<file path="src/rtl/sg3_pkg.sv">
package sg3_pkg;

   // Configuration register indexes
   localparam logic [1:0] CSR_X_DIRECTION  = 2'd0;
   localparam logic [1:0] CSR_IMAGE_WIDTH  = 2'd1;
   localparam logic [1:0] CSR_IMAGE_HEIGHT = 2'd2;

   localparam int CSR_INDEX_W = 2;
   localparam int CSR_DATA_W  = 13;

   localparam int WIDTH_W  = 11;
   localparam int HEIGHT_W = 13;
   localparam int ROW_W    = 12;
   localparam int GRAD_W   = 11;
   localparam int IN_PIX_W = 8;

   localparam logic [WIDTH_W-1:0]  WIDTH_RESET  = 11'd640;
   localparam logic [HEIGHT_W-1:0] HEIGHT_RESET = 13'd480;
   localparam logic [HEIGHT_W-1:0] HEIGHT_LIMIT = 13'd4096;

   // Smallest usable image side, and the border rows/columns that emit nothing
   localparam int MIN_DIM = 3;
   localparam int BORDER  = 2;

   typedef struct packed {
      logic x_direction;
      logic [WIDTH_W-1:0] image_width;
      logic [HEIGHT_W-1:0] image_height;
   } sg3_cfg_type;

   typedef struct packed {
      logic emit;
      logic frame_end;
   } sg3_flags_type;

endpackage

</file>
<file path="src/rtl/sg3_window_sum.sv">
module sg3_window_sum #(
   parameter int PW = 8
) (
   input  logic clock,
   input  logic reset,
   input  logic load,
   input  logic x_direction,
   input  logic [PW-1:0] top,
   input  logic [PW-1:0] mid,
   input  logic [PW-1:0] pix,
   output logic signed [sg3_pkg::GRAD_W-1:0] gradient
);

   localparam int SW  = PW + 3;
   localparam int EXW = (SW > sg3_pkg::GRAD_W) ? SW : sg3_pkg::GRAD_W;
   localparam logic signed [EXW-1:0] G_MAX = EXW'((2 ** (sg3_pkg::GRAD_W - 1)) - 1);
   localparam logic signed [EXW-1:0] G_MIN = -EXW'(2 ** (sg3_pkg::GRAD_W - 1));

   // [row][col], row 0 top, col 0 left
   logic [PW-1:0] win_ff [3][3];
   logic [PW-1:0] win_in [3][3];
   logic [SW-1:0] pos_sum, neg_sum;
   logic signed [EXW-1:0] diff;
   logic signed [sg3_pkg::GRAD_W-1:0] grad_in, grad_ff;

   always_comb begin
      for (int r = 0; r < 3; r++) begin
         win_in[r][0] = win_ff[r][1];
         win_in[r][1] = win_ff[r][2];
      end
      win_in[0][2] = top;
      win_in[1][2] = mid;
      win_in[2][2] = pix;

      if (x_direction) begin
         pos_sum = SW'(win_in[0][0]) + SW'({win_in[1][0], 1'b0}) + SW'(win_in[2][0]);
         neg_sum = SW'(win_in[0][2]) + SW'({win_in[1][2], 1'b0}) + SW'(win_in[2][2]);
      end else begin
         pos_sum = SW'(win_in[0][0]) + SW'({win_in[0][1], 1'b0}) + SW'(win_in[0][2]);
         neg_sum = SW'(win_in[2][0]) + SW'({win_in[2][1], 1'b0}) + SW'(win_in[2][2]);
      end
      diff = EXW'(signed'(pos_sum - neg_sum));

      // saturate into the result width
      if (diff > G_MAX)
         grad_in = sg3_pkg::GRAD_W'(G_MAX);
      else if (diff < G_MIN)
         grad_in = sg3_pkg::GRAD_W'(G_MIN);
      else
         grad_in = sg3_pkg::GRAD_W'(diff);
   end

   always_ff @(posedge clock) begin
      if (reset) begin
         for (int r = 0; r < 3; r++)
            for (int c = 0; c < 3; c++)
               win_ff[r][c] <= '0;
      end else if (load) begin
         win_ff <= win_in;
      end
   end

   always_ff @(posedge clock) begin
      if (load)
         grad_ff <= grad_in;
   end

   assign gradient = grad_ff;

endmodule
</file>
<file path="config.mk">
export PLATFORM = sky130hd
export DESIGN_NAME = sg3_window_sum
export DESIGN_NICKNAME = d
export VERILOG_FILES = /design/src/rtl/sg3_pkg.sv /design/src/rtl/sg3_window_sum.sv
export SDC_FILE = /design/constraint.sdc
export NUM_CORES = 1
export LEC_CHECK = 0
export BUFFER_PORTS_ARGS = -buffer_cell sky130_fd_sc_hd__buf_4
export CAP_MARGIN = 40
export CORE_ASPECT_RATIO = 1.5
export CORE_MARGIN = 2
export CORE_UTILIZATION = 40
export CTS_BUF_LIST = sky130_fd_sc_hd__clkbuf_4 sky130_fd_sc_hd__clkbuf_8
export DETAILED_ROUTE_END_ITERATION = 10
export HOLD_SLACK_MARGIN = 0.05
export PLACE_DENSITY = 0.57
export SETUP_SLACK_MARGIN = 0.2
export SLEW_MARGIN = 15
export SYNTH_ARGS = -nofsm -noshare
export SYNTH_HDL_FRONTEND = slang
export SYNTH_SLANG_ARGS = --single-unit
</file>
<file path="constraint.sdc">
create_clock -name clock -period 5.34 [get_ports clock]
set_input_delay 0.534 -clock clock [delete_from_list [all_inputs] [get_ports clock]]
set_output_delay 0.534 -clock clock [all_outputs]
set_load 0.02 [all_outputs]
</file>
==> results.sh <==
export IMPL_first_iter_violations=113
export IMPL_finalMaxSlewViolations=0
export IMPL_timing_hold_ws_ps=426
export IMPL_root_buffer="clkbuf_8"
export IMPL_overflow=0
export IMPL_slew_headroom_pct=63.1
export IMPL_cts_hold_fix_buffers=0
export IMPL_critPathKind="reg -> reg"
export IMPL_synth_edff_count=11
export IMPL_cts_made_buffers=9
export IMPL_p_sw_share_pct=35.1
export IMPL_die_h_microns=136
export IMPL_cts_tree="yes"
export IMPL_outcome="complete, no violations"
export IMPL_cpPeakStageDelay_ps=480
export IMPL_synth_distinct_cells=46
export IMPL_crit_path_cell_trace="inv_1 > fa_1 > inv_1 > ha_1 > inv_1 > fa_1 > nor2b_1 > o31a_1 > nor2_1 > mux2i_1 > or3_1 > ha_1 > and3_1 > a31oi_1 > nand2_1 > xor2_1"
export IMPL_dp_hpwl_microns=8170
export IMPL_synth_top_area_cell="dfxtp_1"
export IMPL_p_comb_share_pct=39.8
export IMPL_power_density_mw_per_mm2=307
export IMPL_yosysMostFrequentCell="nor2_1"
export IMPL_yosys_top_cells_area="dfxtp_1, fa_1, ha_1"
export IMPL_start_kind="flip-flop"
export IMPL_antenna_found_initial=0
export IMPL_seqPwrFrac_pct=34.0
export IMPL_cpMaxStageDelayCell="fa_1"
export IMPL_irDropWorstVdd_mv=0.125
export IMPL_period_share_pct=73.0
export IMPL_drive_above_1_share_pct=11.7
export IMPL_required_ps=5440
export IMPL_wl_per_cell_microns=15.5
export IMPL_drv_cap=0
export IMPL_coreArea_sq_mm=0.0114
export IMPL_grt_pass1_vias=3566
export IMPL_cts_setup_buffers=0
export IMPL_crit_family="adder cells"
export IMPL_r2r_slack_ps=1440
export IMPL_nets=613
export IMPL_async_reset_ff_share_pct=0
export IMPL_rsz0062_at_grt="false"
export IMPL_postRouteAntennaNets=0
export IMPL_ys_flop_type="dfxtp_1"
export IMPL_remaining_drc_errors=0
export IMPL_end_kind="flip-flop"
export IMPL_leakage_nw=2.43
export IMPL_gp_congestion=0.796
export IMPL_final_setup_skew_ps=9.35
export IMPL_fin_ws_ps=1440
export IMPL_worst_path_buf_inv=3
export IMPL_place_ws_ps=1120
export IMPL_clk_path_buf_depth=2
export IMPL_syn_avg_cell_area_sq_um=9.81
export IMPL_syn_nets=579
export IMPL_hold_class="in -> reg"
export IMPL_synth_seq_area_share_pct=27.9
export IMPL_grt_pass1_wl_microns=17000
export IMPL_synthCells=472
export IMPL_grt_start_max_net_pins=49
export IMPL_die_area_sq_mm=0.0125
export IMPL_io_buffer_count=38
export IMPL_num_vias=3535
export IMPL_crit_top_cell="inv_1"
export IMPL_netSwitchingPower_mw=0.564
export IMPL_clk_pin_slew_ps=70
export IMPL_areaGrowthSynthToFinish_pct=13.4
export IMPL_synth_common_cells="nor2_1, mux2i_1, dfxtp_1"
export IMPL_fmax_mhz=256
export IMPL_yosysWarnings=0
export IMPL_hold_viol_final=0
export IMPL_post_cts_resized=0
export IMPL_syn_area_sq_mm=0.00463
export IMPL_top_level_ports=39
export IMPL_cp_max_fo=5
export IMPL_grt_use_total_pct=17.3
export IMPL_finalSetupTns_ps=0
export IMPL_finalSetupViolCount=0
export IMPL_antenna_cells=0
export IMPL_die_x_microns=91.8
export IMPL_rows=48
export IMPL_first_pass_iters=5
export IMPL_p_int_mw=1.05
export IMPL_clkSinkCount=59
export IMPL_routed_wl_microns=10200
export IMPL_synth_seq_cells=59
export IMPL_viasPerCell=5.35
export IMPL_cts_htree_levels=3
export IMPL_clock_latency_ps=360
export IMPL_synth_top_area_share_pct=20.8
export IMPL_arrival_ps=4000
export IMPL_fin_crit_ps=3900
export IMPL_worstMarginPinSlew_ps=550
export IMPL_clockPowerShare_pct=26.2
export IMPL_start_util_pct=40.6
## kinds of logic (layout without fill, tap and decap cells)
kind of cell,count (synthesis),after routing,share of synthesized area (%)
DFF,59,59,27.9
and+or+nand+nor,111,111,10.9
muxes,59,59,12.8
xor gates and xnor gates,17,17,3.22
AOI/OAI and AO/OA,102,102,14.6
adders and majority gates,79,79,26.7
buffers and inverters,45,84,3.84
## worst paths after layout
kind,start,cells past startpoint,end
worst max register to register,win_ff[9],16,gradient[9]
worst max-delay path,win_ff[9],16,gradient[9]
worst min-delay path,top[1],3,win_ff[49]
worst min register to register,win_ff[27],2,win_ff[35]
## per-stage QoR
stage                     instance area, sq um  power, mW  utilization (%)  std cells
after floorplan                           4630       1.02                -        472
after global placement                    5030       1.18             44.1        644
after detailed placement                  5050       1.20             44.3        645
after CTS                                 5250       1.63             46.0        661
after global routing                      5250       1.72             46.0        661
final                                     5250       1.61             46.0        661
## cells in the final DEF (no fill, tap or decap), types with 3 or more instances in the layout
master and count:
buf_4 38, ha_1 46, o31a_1 4, mux2i_1 57
a211oi_1 14, a21oi_1 18, o21ai_0 30, xor2_1 9
edfxtp_1 11, nor2b_1 9, nor2_1 67, inv_1 28
clkinv_2 3, o21a_1 3, nor3b_1 4, xnor2_1 8
dfxtp_1 48, clkbuf_8 10, a21o_1 9, nand2_1 6
nor3_1 8, o211ai_1 4, nand3_1 5, nor4_1 3
fa_1 33
## power by group through the flow
| stage | Sequential (mW) | Clock (mW) | Combinational, mW |
|---|---|---|---|
| 2_1_floorplan | 0.600 | 0 | 0.419 |
| 3_5_place_dp | 0.559 | 0 | 0.637 |
| 5_1_grt | 0.554 | 0.451 | 0.714 |
| 3_3_place_gp | 0.558 | 0 | 0.626 |
| 6_report | 0.548 | 0.421 | 0.640 |
| 4_1_cts | 0.549 | 0.436 | 0.641 |
## area by class of cell
| class | count | area [sq um] |
|---|---|---|
| Multi-Input combinational cell | 368 | 3160 |
| Sequential cell | 59 | 1290 |
| Clock inverter | 5 | 51.3 |
| Tap cell | 150 | 188 |
| Timing Repair Buffer | 39 | 305 |
| Fill cell | 1129 | 6160 |
| Inverter | 29 | 109 |
| Clock buffer | 11 | 145 |
## tightest hold or removal path, cell delays in order
cell	delay [ps]
buf_4	80
mux2i_1	60
nor2_1	70
## layer usage
metal	vias to the layer above	global-route usage (%)	part of all wire [%]	wire, microns
met2	58	29.4	50	5160
met4	0	7.21	2.3	235
met3	20	3.84	2.7	279
met1	1699	21.2	45	4560
li1	1758	-	-	-
met5	-	0	0	0
## registers in the layout, indices dropped and copies added, names as in the netlist
signal    count
win_ff       48
gradient     11
(Power assumes the default switching activity.)
