===== config.mk =====
export PLATFORM = sky130hd
export DESIGN_NAME = sg3_ctrl
export DESIGN_NICKNAME = d
export VERILOG_FILES = /design/src/rtl/sg3_pkg.sv /design/src/rtl/sg3_ctrl.sv
export SDC_FILE = /design/constraint.sdc
export NUM_CORES = 1
export LEC_CHECK = 0
export ABC_AREA = 1
export BUFFER_PORTS_ARGS = -buffer_cell sky130_fd_sc_hd__clkbuf_2
export CAP_MARGIN = 25
export CORE_ASPECT_RATIO = 1.25
export CORE_MARGIN = 10
export CORE_UTILIZATION = 50
export CTS_CLUSTER_DIAMETER = 120
export DETAILED_ROUTE_END_ITERATION = 6
export GPL_TIMING_DRIVEN = 0
export PLACE_DENSITY = 0.75
export SYNTH_ARGS = -nofsm -noshare
export SYNTH_HDL_FRONTEND = slang
export SYNTH_SLANG_ARGS = --single-unit

===== constraint.sdc =====
create_clock -name clock -period 7.9 [get_ports clock]
set_input_delay 0.79 -clock clock [delete_from_list [all_inputs] [get_ports clock]]
set_output_delay 0.79 -clock clock [all_outputs]
set_load 0.01 [all_outputs]

===== src/rtl/sg3_pkg.sv =====
package sg3_pkg;

   // Configuration register indexes
   localparam logic [1:0] CSR_X_DIRECTION  = 2'd0;
   localparam logic [1:0] CSR_IMAGE_WIDTH  = 2'd1;
   localparam logic [1:0] CSR_IMAGE_HEIGHT = 2'd2;

   localparam int CSR_INDEX_W = 2;
   localparam int CSR_DATA_W  = 13;

   localparam int WIDTH_W  = 11;
   localparam int HEIGHT_W = 13;
   localparam int ROW_W    = 12;
   localparam int GRAD_W   = 11;
   localparam int IN_PIX_W = 8;

   localparam logic [WIDTH_W-1:0]  WIDTH_RESET  = 11'd640;
   localparam logic [HEIGHT_W-1:0] HEIGHT_RESET = 13'd480;
   localparam logic [HEIGHT_W-1:0] HEIGHT_LIMIT = 13'd4096;

   // Smallest usable image side, and the border rows/columns that emit nothing
   localparam int MIN_DIM = 3;
   localparam int BORDER  = 2;

   typedef struct packed {
      logic x_direction;
      logic [WIDTH_W-1:0] image_width;
      logic [HEIGHT_W-1:0] image_height;
   } sg3_cfg_type;

   typedef struct packed {
      logic emit;
      logic frame_end;
   } sg3_flags_type;

endpackage


===== src/rtl/sg3_ctrl.sv =====
module sg3_ctrl #(
   parameter int MAX_WIDTH = 1024,
   parameter int AW = 10
) (
   input  logic clock,
   input  logic reset,
   input  logic csr_we,
   input  logic [sg3_pkg::CSR_INDEX_W-1:0] csr_index,
   input  logic [sg3_pkg::CSR_DATA_W-1:0] csr_wdata,
   input  logic accept,
   output logic x_direction,
   output logic [AW-1:0] addr,
   output sg3_pkg::sg3_flags_type flags
);

   localparam int CW = ($clog2(MAX_WIDTH + 1) > sg3_pkg::WIDTH_W) ?
                       $clog2(MAX_WIDTH + 1) : sg3_pkg::WIDTH_W;
   localparam logic [CW-1:0] W_MIN = CW'(sg3_pkg::MIN_DIM);
   localparam logic [CW-1:0] W_MAX = CW'(MAX_WIDTH);
   localparam logic [sg3_pkg::HEIGHT_W-1:0] H_MIN = sg3_pkg::HEIGHT_W'(sg3_pkg::MIN_DIM);

   sg3_pkg::sg3_cfg_type cfg_ff;
   logic [AW-1:0] col_ff, col_in;
   logic [sg3_pkg::ROW_W-1:0] row_ff, row_in;

   logic [CW-1:0] width_ext, w_eff, col_ext;
   logic [sg3_pkg::HEIGHT_W-1:0] h_eff, row_ext;
   logic last_col, last_row;

   always_ff @(posedge clock) begin
      if (reset) begin
         cfg_ff.x_direction  <= 1'b1;
         cfg_ff.image_width  <= sg3_pkg::WIDTH_RESET;
         cfg_ff.image_height <= sg3_pkg::HEIGHT_RESET;
      end else if (csr_we) begin
         unique case (csr_index)
            sg3_pkg::CSR_X_DIRECTION:  cfg_ff.x_direction <= csr_wdata[0];
            sg3_pkg::CSR_IMAGE_WIDTH:  cfg_ff.image_width <= csr_wdata[sg3_pkg::WIDTH_W-1:0];
            sg3_pkg::CSR_IMAGE_HEIGHT: cfg_ff.image_height <= csr_wdata;
            default: ;
         endcase
      end
   end

   // Clamp the sizes into the supported range
   always_comb begin
      width_ext = CW'(cfg_ff.image_width);
      if (width_ext < W_MIN)
         w_eff = W_MIN;
      else if (width_ext > W_MAX)
         w_eff = W_MAX;
      else
         w_eff = width_ext;

      if (cfg_ff.image_height < H_MIN)
         h_eff = H_MIN;
      else if (cfg_ff.image_height > sg3_pkg::HEIGHT_LIMIT)
         h_eff = sg3_pkg::HEIGHT_LIMIT;
      else
         h_eff = cfg_ff.image_height;
   end

   always_comb begin
      col_ext = CW'(col_ff);
      row_ext = sg3_pkg::HEIGHT_W'(row_ff);
      // a count left past the end by a size change addresses the last column
      if (col_ext >= w_eff)
         addr = AW'(w_eff - CW'(1));
      else
         addr = col_ff;
      last_col = col_ext >= (w_eff - CW'(1));
      last_row = row_ext >= (h_eff - sg3_pkg::HEIGHT_W'(1));
      flags.emit = (row_ff >= sg3_pkg::ROW_W'(sg3_pkg::BORDER)) &&
                   (col_ff >= AW'(sg3_pkg::BORDER));
      flags.frame_end = last_col && last_row;

      col_in = col_ff;
      row_in = row_ff;
      if (last_col) begin
         col_in = '0;
         row_in = last_row ? '0 : row_ff + sg3_pkg::ROW_W'(1);
      end else begin
         col_in = col_ff + AW'(1);
      end
   end

   always_ff @(posedge clock) begin
      if (reset) begin
         col_ff <= '0;
         row_ff <= '0;
      end else if (accept) begin
         col_ff <= col_in;
         row_ff <= row_in;
      end
   end

   assign x_direction = cfg_ff.x_direction;

endmodule


==> results.yml <==
outcome:
  status: "finished clean"
synthesis:
  syn-cell-area_mm2: 0.003819
  synthMuxAreaShare_pct: 0
  synth_cell_types: 44
  avgSynthCellArea_um2: 6.807
  ys_seq_area_share_pct: 24.64
  syn_nets: 619
  synth_top_family_by_area: "simple AND/OR/NAND/NOR gates"
  synth_cells: 561
  synthArstFlopShare_pct: 0
  synth_xor_area_share_pct: 5.505
  ys_ff_latch: 47
  synth_adder_area_share_pct: 12.78
  yosys_most_used_dff: "dfxtp_1"
  yosys_warnings: 0
  synth_compound_area_share_pct: 12.52
  synth_edf_count: 0
  yosys.area_share.simple_pct: 34.14
detailed_routing:
  first_pass_iters: 5
  wl_per_cell_um: 13.13
  drc: 0
  vias_per_cell: 5.309
  num_vias: 3674
  ant_nets: 0
  drt_iter0_markers: 178
  drt-total-wl_um: 9089
place:
  dpl.hpwl_um: 7430
  routabilityCongestion: 0.9128
  io_buffer_count: 31
worst_hold_path:
  hold_class: "reg2reg"
sta:
  skew_ns: 0.006654
  setup_tns_ns: 0
  max_freq_mhz: 223.2
  finalHoldViolCount: 0
  slew_viol_final: 0
  rsz0062_at_grt: "no"
  post-route-period-util_pct: 56.71
  setup-violations-final: 0
  tightest_slew_ns: 0.4222
  min_period_ns: 4.480
  relSlewSlack_pct: 71.86
grt:
  grt_pass1_wl_um: 15510
  grt_max_degree: 15
  antenna_found_initial: 0
  grtUsageTotal_pct: 15.38
  grt_pass1_vias: 3486
  overflow: 0
floorplanning:
  die_h_um: 117.7
  die_w_um: 98.17
  core_area_mm2: 0.007401
  start_util_pct: 51.60
  die_area_mm2: 0.01155
  io_pins: 32
  rows: 35
pwr:
  ir_drop_v: 0.00008116
  power_density_mw_per_mm2: 139.6
  power_mw: 0.5892
  leakage_nw: 2.203
cts:
  clk_latency_ns: 0.30
  ctsResizeCount: 0
  post_cts_buffers: 0
  h-tree-depth: 2
  cts_tree: "built"
  cts_buffers: 5
  cts_root_buf: "clkbuf_8"
  clockBufferDepth: 2
  hold_buffers: 0
  cts_sinks: 47
  clk_pin_slew_worst_paths_ns: 0.09
setup_path:
  critPathCaptureType: "output port"
  worstPathRequired_ns: 7.11
  timing_worst_setup_path_type: "reg2out"
  path_max_fanout: 10
  start_kind: "flip-flop"
  arrival_ns: 3.69
finish:
  fillers: 730
  final_cell_mix: "nand2_1, inv_1, nor2_1"
  syn_to_final_growth_pct: 10.55
  fin_nets: 657
  final_common_cell: "nand2_1"
  diodes: 0
  drive_above_1_share_pct: 15.00
flow_run:
  cap_viol_max_count: 0
-- synth_stat cells (2+ instances only) --
master,n,area [um2]
a21o_1,2,15.01
a21oi_1,27,135.1
buf_6,5,56.30
clkbuf_1,5,18.77
dfxtp_1,47,940.9
ha_1,39,488.0
inv_1,68,255.2
inv_2,9,33.78
nand2_1,133,499.2
nand2_2,6,37.54
nand2_4,2,22.52
nand3_1,34,170.2
nand3_2,12,120.1
nand4_1,10,62.56
nor2_1,61,229.0
nor2_2,3,18.77
nor3_1,3,15.01
nor4_1,5,31.28
o211ai_1,2,15.01
o21a_1,2,15.01
o21ai_0,36,180.2
o21ai_1,3,15.01
o21ai_2,3,26.28
or2_2,2,12.51
xnor2_1,6,52.55
xor2_1,18,157.7
-- sequential cells by signal, indices dropped and copies added (netlist names) --
register     flops
cfg_ff          13
row_ff          12
col_ff          10
width_ext       11
x_direction      1
-- layout make-up --
class | instances | area (um2) | share of cell area (%)
clock inverter | 2 | 60.06 | 1.423
multi-input combinational | 424 | 2480 | 58.74
tap | 92 | 115.1 | 2.727
inverter | 78 | 297.8 | 7.054
clock buffer | 6 | 72.57 | 1.719
buffer | 12 | 100.1 | 2.371
timing repair buffer | 31 | 155.1 | 3.675
sequential | 47 | 940.9 | 22.29
-- worst paths after layout --
kind	startpoint	endpoint	slack, ns	cells past startpoint
worst max-delay path	width_ext[10]	flags[0]	3.42	21
worst min-delay path	row_ff[0]	row_ff[0]	0.48	2
worst max register to register	width_ext[10]	row_ff[10]	4.18	23
worst min register to register	row_ff[0]	row_ff[0]	0.48	2
-- cell families (layout without fill, tap and decap cells) --
logic type,Yosys count,count (layout)
AOI/OAI and AO/OA,82,82
xor gates and xnor gates,24,24
adders and majority gates,39,39
buffers and inverters,90,129
DFF,47,47
and+or+nand+nor,279,279
-- where the power goes --
group,switching (mW),internal (mW),total [mW],leakage [nW]
Clock,0.0837,0.127,0.210,0.0654
Sequential,0.00960,0.244,0.254,0.382
Combinational,0.0771,0.0480,0.125,1.75
-- critical path, stage by stage (launching register included) --
cell and delay, ns:
dfxtp_1 0.38, inv_2 0.09, buf_6 0.15, o21bai_4 0.18
buf_6 0.14, a21oi_1 0.35, ha_1 0.30, nand2_2 0.10
nor3_4 0.20, xor2_1 0.13, ha_1 0.30, nand2_1 0.07
nor2_1 0.19, nand2_1 0.07, nand2_1 0.07, nand2_1 0.05
nand3_1 0.07, nand2_1 0.06, nand2_1 0.12, nand2_1 0.11
nor2_1 0.12, clkbuf_2 0.14
-- per-layer routing --
| metal | vias to the layer above | global-route usage [%] | wire length, um | share of wire [%] |
|---|---|---|---|---|
| met4 | 0 | 5.835 | 189 | 2.1 |
| met5 | - | 0 | 0 | 0 |
| met1 | 1687 | 17.19 | 3739 | 41 |
| li1 | 1895 | - | - | - |
| met2 | 78 | 28.25 | 4760 | 52 |
| met3 | 14 | 2.114 | 399 | 4.4 |
-- through the flow --
stage | setup WS [ns] | cell area [um2] | utilization (%) | std cells | hold slack, ns
final | 3.420 | 4222 | 57.04 | 692 | 0.4798
after global placement | 3.768 | 4089 | 55.25 | 684 | 0.4612
after detailed placement | 3.684 | 4089 | 55.25 | 684 | 0.4676
after floorplan | 4.358 | 3819 | - | 561 | 0.4469
after CTS | 3.366 | 4222 | 57.04 | 692 | 0.4797
after global routing | 3.093 | 4222 | 57.04 | 692 | 0.5111
No activity file was read; power rests on OpenSTA's default activity.
